### src/hdl/csba_pkg.sv
// ----------------------------------------------------------------------------
// csba_pkg
// Shared types, codes and helpers of the clipped sprite blitter.
// ----------------------------------------------------------------------------
`default_nettype none

package csba_pkg;

  localparam int MAX_SIDE_DEF = 256;
  localparam int PIX_W        = 32;
  localparam int IN_DATA_W    = 72;
  localparam int IN_USER_W    = 3;
  localparam int OUT_DATA_W   = 40;
  localparam int CFG_IDX_W    = 2;
  localparam int CFG_DATA_W   = 9;

  // configuration register indexes
  localparam logic [CFG_IDX_W-1:0] CFG_DEST_WIDTH  = 2'd0;
  localparam logic [CFG_IDX_W-1:0] CFG_DEST_HEIGHT = 2'd1;
  localparam logic [CFG_IDX_W-1:0] CFG_DEST_ALPHA  = 2'd2;

  typedef enum logic [2:0] {
    OP_WRITE        = 3'd0,
    OP_BLEND        = 3'd1,
    OP_FILL         = 3'd2,
    OP_BEGIN_COPY   = 3'd3,
    OP_BEGIN_BLEND  = 3'd4,
    OP_SPRITE_PIXEL = 3'd5,
    OP_READ         = 3'd6,
    OP_STEP_FRAME   = 3'd7
  } opcode_t;

  typedef enum logic [1:0] {
    ST_DONE      = 2'd0,
    ST_OUTSIDE   = 2'd1,
    ST_NO_SPRITE = 2'd2,
    ST_LAST      = 2'd3
  } status_t;

  typedef enum logic [1:0] {
    MODE_NONE  = 2'd0,
    MODE_COPY  = 2'd1,
    MODE_BLEND = 2'd2
  } sprite_mode_t;

  typedef enum logic [2:0] {
    S_IDLE,
    S_DEC,
    S_RD,
    S_MUL,
    S_WR,
    S_FILL,
    S_FIN
  } state_t;

  // controller to datapath
  typedef struct packed {
    logic latch;
    logic rd_en;
    logic mul_en;
    logic wr_en;
    logic fill_en;
    logic fin;
  } ctl_cmd_t;

  // datapath to controller
  typedef struct packed {
    opcode_t op;
    logic    hit;
    logic    spr_on;
    logic    spr_blend;
    logic    fill_last;
    logic    out_free;
  } dp_sts_t;

  // floor(v/255), exact for any v up to 255*255
  function automatic logic [7:0] div255(input logic [15:0] v);
    logic [17:0] t;
    t = 18'(v) + 18'(v[15:8]) + 18'd1;
    return t[15:8];
  endfunction

endpackage

`default_nettype wire

### src/hdl/csba_ctrl.sv
// ----------------------------------------------------------------------------
// csba_ctrl
// Command sequencer: decode, read, multiply, write, fill sweep and finish.
// ----------------------------------------------------------------------------
`default_nettype none

module csba_ctrl
  import csba_pkg::*;
(
  input  wire logic     clk,
  input  wire logic     rst_n,
  input  wire logic     in_tvalid,
  output logic          in_tready,
  input  wire dp_sts_t  sts,
  output ctl_cmd_t      cmd
);

  state_t state_r, state_nxt;

  always_ff @(posedge clk) begin
    if (!rst_n) begin
      state_r <= S_IDLE;
    end else begin
      state_r <= state_nxt;
    end
  end

  // next state
  always_comb begin
    state_nxt = state_r;
    unique case (state_r)
      S_IDLE: if (in_tvalid) state_nxt = S_DEC;
      S_DEC: begin
        unique case (sts.op)
          OP_WRITE:  state_nxt = sts.hit ? S_WR : S_FIN;
          OP_BLEND:  state_nxt = sts.hit ? S_RD : S_FIN;
          OP_READ:   state_nxt = sts.hit ? S_RD : S_FIN;
          OP_FILL:   state_nxt = S_FILL;
          OP_SPRITE_PIXEL: begin
            if (sts.spr_on && sts.hit) begin
              state_nxt = sts.spr_blend ? S_RD : S_WR;
            end else begin
              state_nxt = S_FIN;
            end
          end
          default:   state_nxt = S_FIN;
        endcase
      end
      S_RD:   state_nxt = (sts.op == OP_READ) ? S_FIN : S_MUL;
      S_MUL:  state_nxt = S_WR;
      S_WR:   state_nxt = S_FIN;
      S_FILL: if (sts.fill_last) state_nxt = S_FIN;
      S_FIN:  if (sts.out_free) state_nxt = S_IDLE;
      default: state_nxt = S_IDLE;
    endcase
  end

  // outputs
  always_comb begin
    cmd         = '0;
    in_tready   = (state_r == S_IDLE);
    cmd.latch   = (state_r == S_IDLE) && in_tvalid;
    cmd.rd_en   = (state_r == S_RD);
    cmd.mul_en  = (state_r == S_MUL);
    cmd.wr_en   = (state_r == S_WR);
    cmd.fill_en = (state_r == S_FILL);
    cmd.fin     = (state_r == S_FIN) && sts.out_free;
  end

endmodule

`default_nettype wire

### config.mk
export PLATFORM = sky130hd
export DESIGN_NAME = csba_ctrl
export DESIGN_NICKNAME = d
export VERILOG_FILES = /design/src/hdl/csba_pkg.sv /design/src/hdl/csba_ctrl.sv
export SDC_FILE = /design/constraint.sdc
export NUM_CORES = 1
export LEC_CHECK = 0
export BUFFER_PORTS_ARGS = -buffer_cell sky130_fd_sc_hd__buf_2
export CORE_AREA = 2 2 39 41
export DETAILED_ROUTE_END_ITERATION = 8
export DIE_AREA = 0 0 41 43
export PLACE_DENSITY_LB_ADDON = 0.05
export SKIP_CTS_REPAIR_TIMING = 1
export SYNTH_ARGS = -nofsm -noshare
export SYNTH_HDL_FRONTEND = slang
export SYNTH_SLANG_ARGS = --single-unit
### constraint.sdc
create_clock -name clk -period 3.15 [get_ports clk]
set_clock_uncertainty 0.05 [all_clocks]
set_input_delay 0.945 -clock clk [delete_from_list [all_inputs] [get_ports clk]]
set_output_delay 0.945 -clock clk [all_outputs]
set_load 0.05 [all_outputs]
# --- Word level (Yosys, flattened, before mapping) ---
# Cells that the tools add are included.
# W data, S select, Z words.
totals:
  output_inout_bits: 7
  word_cells: 31
  ff_bits: 3
  input_bits: 11
op_classes:
  mux: 10
  reduce_logical: 7
  eq_ne: 13
op_table:
  columns: ["cell", "n"]
  rows:
  - ["$mux W3", 7]
  - ["$pmux W3 S7", 1]
  - ["$eq A3 B3 Y1 const B", 5]
  - ["$pmux W3 S4", 1]
  - ["$eq A3 B2 Y1 const B", 3]
  - ["$eq A3 B1 Y1 const B", 2]
  - ["$logic_not A3 Y1", 2]
  - ["$ne A2 B2 Y1 const B", 3]
  - ["$logic_and A1 B1 Y1", 3]
  - ["$reduce_and A3 Y1", 1]
  - ["$mux W2", 1]
  - ["$reduce_or A2 Y1", 1]

# --- Depth between registers and ports, before layout ---
# Gate-level depths: netlist (run 1).
logic_depth:
  ltp_word: 4
  ltp_mapped: 5
  ltp_nobuf: 4

# --- Worst setup path before layout (run 1) ---
# Ideal clock, no wire load.
synth_timing:
  path_kind: "register -> output"
  from: "register state_r[2]"
  to: "output port cmd[5] in the netlist's numbering"
  stages_incl_launch_ff: 4
  t_arrival_ns: 2.139
  n_path_buf: 1
  slack_ns: 0.016
  required_time_ns: 2.155
  path_cell_list: "dfxtp_1 buf_2 nor3_1 and2_1"
synth_lines:
  columns: ["element", "line", "rtl"]
  rows:
  - ["from (decl)", "csba_ctrl.sv:18", "state_t state_r, state_nxt;"]
  - ["from (signal assigned)", "csba_ctrl.sv:24", "state_r <= state_nxt;"]
  - ["to (decl)", "csba_ctrl.sv:15", "output ctl_cmd_t cmd"]

==> summary.md, run 1 <==
| Metric | Value |
|---|---|
| Status | completed |
| Gpl congestion | 0.7345 |
| Die Y | 43 um |
| Simple-gate portion of the synthesized area | 0.4496 |
| Peak VDD IR | 0.0005674 V |
| Post-synth design cell area | 322.8 sq um |
| Num CTS Buffers | 3 |
| Final worst-path cycle share | 0.7702 |
| Initial Util | 0.2333 |
| Number of I/O port buffers | 17 |
| Setup crit start | sts[0] |
| Cell Pwr Density | 1065 nW/um^2 |
| Clk sinks | 3 |
| Slew Viols, Final | 0 |
| Fin nets | 77 |
| Final ANT Viol Nets | 0 |
| Critical Path AT | 1.43 ns |
| Synth Area in Adders | 0 |
| Count leader, synth | nand2_1 |
| Largest regs | state_r (3) |
| Largest stage delay, worst path | 0.26 ns |
| I/O pin total | 18 |
| Buf/Inv on CP | 2 |
| Setup violators final | 0 |
| CP endpoint kind | primary output |
| Max_cap viols | 0 |
| Post-Route WL | 837 um |
| Final min period | 2.426 ns |
| Total Power | 0.4702 mW |
| DIE WIDTH | 41 um |
| Gate Count Post-Synth | 46 |
| Hold Path Cell Cnt | 2 |
| Area contributors post-synth | dfxtp_1 (19%), nand2_1 (5.8%), nor3_1 (4.7%), a2111oi_2 (4.7%), a221oi_2 (4.7%) |
| Total track usage | 0.1081 |
| DRT Pass-1 Iters | 4 |
| Crit path depth | 4 |
| Reg-to-reg startpoint | state_r[2]$_SDFFE_PN0P_ |
| Initial antenna violation count | 0 |
| Ys Warns | 0 |
| Synthesis-stage register bit count | 3 |
| Iteration-0 DRC Markers | 5 |
| Fmax | 412.2 MHz |
| Worst-path clk slew | 0.04 ns |
| Layout cells sized above 1 | 0.4000 |
| Number of global-route vias before repair | 331 |
| Post-synth EDFFs | 0 |
| Site Rows | 14 |
| CP dominant cell by count | buf_2 |
| CTS root buffer | clkbuf_4 |
| Leading area contributor after synthesis | dfxtp_1 |
| Largest net degree at the start of global routing | 12 |
| Global-route wire length before repair | 1.269 mm |
| Clk_lat worst skew | 0.23 ns |
| HP Class | flop to flop |
| Unrepaired setup endpoints after global routing | no |
| TNS Setup | 0 ns |
| GR Overflow Total | 0 |
| Hold Crit Start | state_r[2]$_SDFFE_PN0P_ |
| Crit path launch type | primary input |
| Hold Fails Final Rpt | 0 |
| Ant diodes | 0 |
| Average wire per standard cell | 10.33 um |
| LEAKAGE | 0.2017 nW |
| Worst-path cell chain | buf_2, nand2_1, nor2_1, buf_2 |
| WP data required | 2.15 ns |
| Crit path max fanout | 3 |
| Worst Max-Slew Pin Slew | 0.3951 ns |
| Family with the most delay on the worst path | buffers and inverters |
| Post-synthesis mux area share | 0 |
| Synth cell count leaders | nand2_1 (5), nor2_1 (4), dfxtp_1 (3), nor3_1 (3) |
| Critical-path top delay cell | buf_2 |
| Post-synthesis sequential area ratio | 0.1860 |
| Netlist cell types | 27 |
| Synth Area in Compound Gates | 0.2791 |
| Via count | 385 |
| Synth Area in XOR/XNOR | 0 |
| Top-area cell type share of the netlist area | 0.1860 |
| Core Area | 1384 sq um |
| Async S/R FF share, synth | 0 |
| Slew margin rel. | 0.7362 |
| Top FF cell, synth | dfxtp_1 |
| Mapped Avg Cell Area | 7.018 sq um |
| Die area | 1763 sq um |
| CTS tree | yes |
| Max FFs per register | 3 |
| H-Tree Depth | 1 |
| Largest Register | state_r |
| Syn Nets | 57 |
| Largest family of logic cells by synthesized area | simple AND/OR/NAND/NOR gates |
| R2R depth | 4 |
| Kind of critical path | primary input to primary output |
| DRC viols | 0 |
| Dpl hpwl | 674.2 um |
| Area growth syn-to-layout | 36.82% |
| Clk buf depth | 2 |
| Vias per inst | 4.753 |
[kinds of logic (layout without fill, tap and decap cells)]
logic type / Yosys count / after routing
flops: 3 / 3
buf+inv: 6 / 25
simple gates: 26 / 26
compound gates: 11 / 11
[cells in the final DEF, fill, tap and decap left out, types with 2 or more instances in the layout]
master	Yosys	layout
dfxtp_1	3	3
nand3_1	2	2
inv_1	2	2
o21ai_0	2	2
nor3_1	3	3
buf_2	1	17
clkbuf_4	0	3
inv_2	2	2
nand3b_1	2	2
nor2_1	4	4
nand2b_1	2	2
and3_1	2	2
a21oi_1	2	2
nand2_1	5	5
[metal layers]
metal | vias up | track usage | part of all wire
li1 | 209 | - | -
met1 | 162 | 0.1465 | 0.49
met2 | 12 | 0.1375 | 0.43
met3 | 2 | 0.01571 | 0.060
met4 | 0 | 0.1000 | 0.012
met5 | - | 0 | 0
[power by group]
group          switching (mW)  total (mW)  internal, mW
Combinational           0.205       0.301        0.0961
Clock                  0.0193      0.0667        0.0474
Sequential             0.0463       0.103        0.0566
Total                   0.270       0.470         0.200
[final cells by class]
cell class              instances  area [sq um]
clock buffers                   4         26.28
fillers                       158         942.2
inverters                       4         15.01
multi-input cells              37         235.2
flip-flops and latches          3         60.06
well taps                      16         20.02
repair buffers                 17         85.08
[worst reg2reg max path: stages, from the launching register on]
cell and delay (ns):
dfxtp_1 0.51, nand2b_1 0.23, nor2_1 0.08, a221oi_2 0.21, o21ai_1 0.10
[worst paths after layout]
| path | to | slack (ns) |
|---|---|---|
| min reg2reg | state_r[2]$_SDFFE_PN0P_ | 0.55 |
| max | cmd[0] | 0.72 |
| min | state_r[2]$_SDFFE_PN0P_ | 0.55 |
| max reg2reg | state_r[1]$_SDFFE_PN0P_ | 1.84 |
[through the flow]
stage	cells	setup slack [ns]	cell area (sq um)	hold WS [ns]	utilization
4_1_cts	81	0.7189	441.7	0.5404	0.3192
2_1_floorplan	46	0.01559	322.8	0.5322	-
3_5_place_dp	77	0.7201	415.4	0.5329	0.3002
6_report	81	0.7239	441.7	0.5508	0.3192
3_3_place_gp	77	0.7307	415.4	0.5516	0.3002
5_1_grt	81	0.6686	441.7	0.5826	0.3192
Note: power is estimated with default switching activity, not from simulation.
==> run 2, diff against run 1 <==
--- a/config.mk
+++ b/config.mk
@@ -5,6 +5,7 @@
 export SDC_FILE = /design/constraint.sdc
 export NUM_CORES = 1
 export LEC_CHECK = 0
+export ABC_AREA = 1
 export BUFFER_PORTS_ARGS = -buffer_cell sky130_fd_sc_hd__buf_2
 export CORE_AREA = 2 2 39 41
 export DETAILED_ROUTE_END_ITERATION = 8
==> constraint.sdc (replaced) <==
create_clock -name clk -period 1.95 [get_ports clk]
set_clock_uncertainty 0.05 [all_clocks]
set_input_delay 0.585 -clock clk [delete_from_list [all_inputs] [get_ports clk]]
set_output_delay 0.585 -clock clk [all_outputs]
set_load 0.05 [all_outputs]
==> run 2 against run 1 <==
Global-route usage increased by 0.30 points. Power up 77%. Combinational power is 86% higher. Critical path depth shrank 1. First-iteration DRC count grew 120%. Critical endpoint is now cmd[1]. Largest power group unchanged.
==> summary.md, run 2 <==
| Metric | Value |
|---|---|
| Average wire per standard cell | 8.412 um |
| Hold Crit Start | state_r[2]$_SDFFE_PN0P_ |
| Buf/Inv on CP | 2 |
| Hold Path Cell Cnt | 2 |
| Worst-path cell chain | nand3_2, inv_2, buf_2 |
| Number of I/O port buffers | 17 |
| Layout cells sized above 1 | 0.4302 |
| Worst Max-Slew Pin Slew | 0.3623 ns |
| Dpl hpwl | 751.6 um |
| Fmax | 529.3 MHz |
| CTS tree | yes |
| Largest Register | state_r |
| Largest stage delay, worst path | 0.53 ns |
| Post-synthesis sequential area ratio | 0.1600 |
| Max_cap viols | 0 |
| Slew margin rel. | 0.7581 |
| Async S/R FF share, synth | 0 |
| Cell Pwr Density | 1599 nW/um^2 |
| Setup violators final | 0 |
| Mapped Avg Cell Area | 5.687 sq um |
| Most frequent cells in the layout | buf_2 (16), nand2_1 (15), nand3_1 (9), inv_1 (8), inv_2 (6) |
| Synthesis-stage register bit count | 3 |
| Critical-path top delay cell | dfxtp_1 |
| Reg-to-reg startpoint | state_r[2]$_SDFFE_PN0P_ |
| Kind of critical path | flop to primary output |
| Final cell count without fillers | 102 |
| Peak VDD IR | 0.0004503 V |
| Clk_lat worst skew | 0.23 ns |
| Site Rows | 14 |
| Post-Route WL | 858 um |
| Family with the most delay on the worst path | flip-flops |
| Worst-path clk slew | 0.04 ns |
| Setup crit start | state_r[2]$_SDFFE_PN0P_ |
| Hold Fails Final Rpt | 0 |
| Leading area contributor after synthesis | dfxtp_1 |
| Die Y | 43 um |
| Iteration-0 DRC Markers | 11 |
| Setup slack, reg-to-reg | 0.68 ns |
| Unrepaired setup endpoints after global routing | no |
| DIE WIDTH | 41 um |
| Gate Count Post-Synth | 66 |
| Commonest non-fill, non-tap cell in the layout | buf_2 |
| TNS Setup | 0 ns |
| Die area | 1763 sq um |
| HP Class | flop to flop |
| Synth cell count leaders | nand2_1 (15), nand3_1 (9), inv_1 (8), inv_2 (6), nor2_1 (6) |
| End point of the worst hold path | state_r[2]$_SDFFE_PN0P_ |
| Initial antenna violation count | 0 |
| Initial Util | 0.2712 |
| Post-synth design cell area | 375.4 sq um |
| CTS root buffer | clkbuf_4 |
| Max FFs per register | 3 |
| Area contributors post-synth | dfxtp_1 (16%), nand2_1 (15%), nand3_1 (12%), nand3_2 (8.0%), inv_1 (8.0%) |
| H-Tree Depth | 1 |
| DRT Pass-1 Iters | 3 |
| Critical Path AT | 1.25 ns |
| LEAKAGE | 0.3094 nW |
| Number of global-route vias before repair | 401 |
| Via count | 442 |
| Count leader, synth | nand2_1 |
| CP endpoint kind | primary output |
| Top FF cell, synth | dfxtp_1 |
| Ant diodes | 0 |
| Fin nets | 98 |
| Syn Nets | 77 |
| Clk buf depth | 2 |
| Post-place setup slack | 0.1579 ns |
| Largest net degree at the start of global routing | 9 |
| Crit path max fanout | 8 |
| Gpl congestion | 0.6559 |
| Placed insts | 98 |
| Final worst setup slack | 0.06088 ns |
| WP data required | 1.31 ns |
| Netlist cell types | 18 |
| Num CTS Buffers | 3 |
| Worst r2r dst | state_r[1]$_SDFFE_PN0P_ |
| I/O pin total | 18 |
| Top-area cell type share of the netlist area | 0.1600 |
| Hold_ws | 0.5671 ns |
| Clk sinks | 3 |
| Crit path launch type | flop |
| Final worst-path cycle share | 0.9688 |
| Vias per inst | 4.333 |
| Largest regs | state_r (3) |
| Status | completed |
| Total track usage | 0.1111 |
| Final min period | 1.889 ns |
| Final ANT Viol Nets | 0 |
| GR Overflow Total | 0 |
| Slew Viols, Final | 0 |
| R2R depth | 7 |
| Ys Warns | 0 |
| Post-synth EDFFs | 0 |
| Core Area | 1384 sq um |
| Area growth syn-to-layout | 38.33% |
| DRC viols | 0 |
| Global-route wire length before repair | 1.400 mm |
[run 2: changes by cell type in the layout (fill, tap and decap cells not counted), sizes merged, moves of 2 or more]
cell    change
inv        +11
clkinv      +2
nor2        +2
nand4       +2
nand2      +11
nand3b      -2
and3        -2
nand3      +10
nand2b      -2
[run 2: layer usage]
layer	vias to the layer above	part of all wire	track usage
met5	-	0	0
met4	0	0	0.02000
met3	0	0.041	0.03141
met2	10	0.53	0.1813
met1	185	0.43	0.1401
li1	247	-	-
[run 2: kinds of logic after synthesis]
family | after synthesis | share of synthesized area
compound gates | 5 | 0.06663
buf+inv | 18 | 0.2167
flops | 3 | 0.1600
simple gates | 40 | 0.5566
[run 2: worst register-to-register path: stages (launching register included)]
cell,delay (ns)
dfxtp_1,0.53
inv_1,0.10
nand3_1,0.13
inv_2,0.05
nor2_1,0.13
nand2_2,0.06
nand2_1,0.05
a21oi_1,0.05
[run 2: power breakdown]
group | switching [mW] | internal (mW)
registers | 0.0721 | 0.0923
logic | 0.387 | 0.172
clock network | 0.0307 | 0.0766
total | 0.490 | 0.341
[run 2: final cells by class]
| type | instances | area [sq um] |
|---|---|---|
| Clock buffer | 4 | 26.28 |
| Inverter | 17 | 76.32 |
| Timing Repair Buffer | 17 | 87.58 |
| Sequential cell | 3 | 61.31 |
| Fill cell | 166 | 864.6 |
| Tap cell | 16 | 20.02 |
| Multi-Input combinational cell | 45 | 247.7 |
[run 2: stage by stage]
stage	power, mW	cell area (sq um)	utilization
5_1_grt	0.8959	519.2	0.3752
4_1_cts	0.8360	515.5	0.3725
6_report	0.8304	519.2	0.3752
2_1_floorplan	0.6132	389.1	-
3_5_place_dp	0.7251	489.2	0.3535
3_3_place_gp	0.7261	489.2	0.3535
[run 2: how the worst max path moves through the flow]
stage	endpoint	slack, ns	cells after the start
CTS	cmd[5]	-0.008	4
finish	cmd[1]	0.06	3
global route	cmd[4]	0.0008	4
detailed placement	cmd[0]	0.16	4
global placement	cmd[0]	0.18	4
floorplan	cmd[5]	-0.19	3
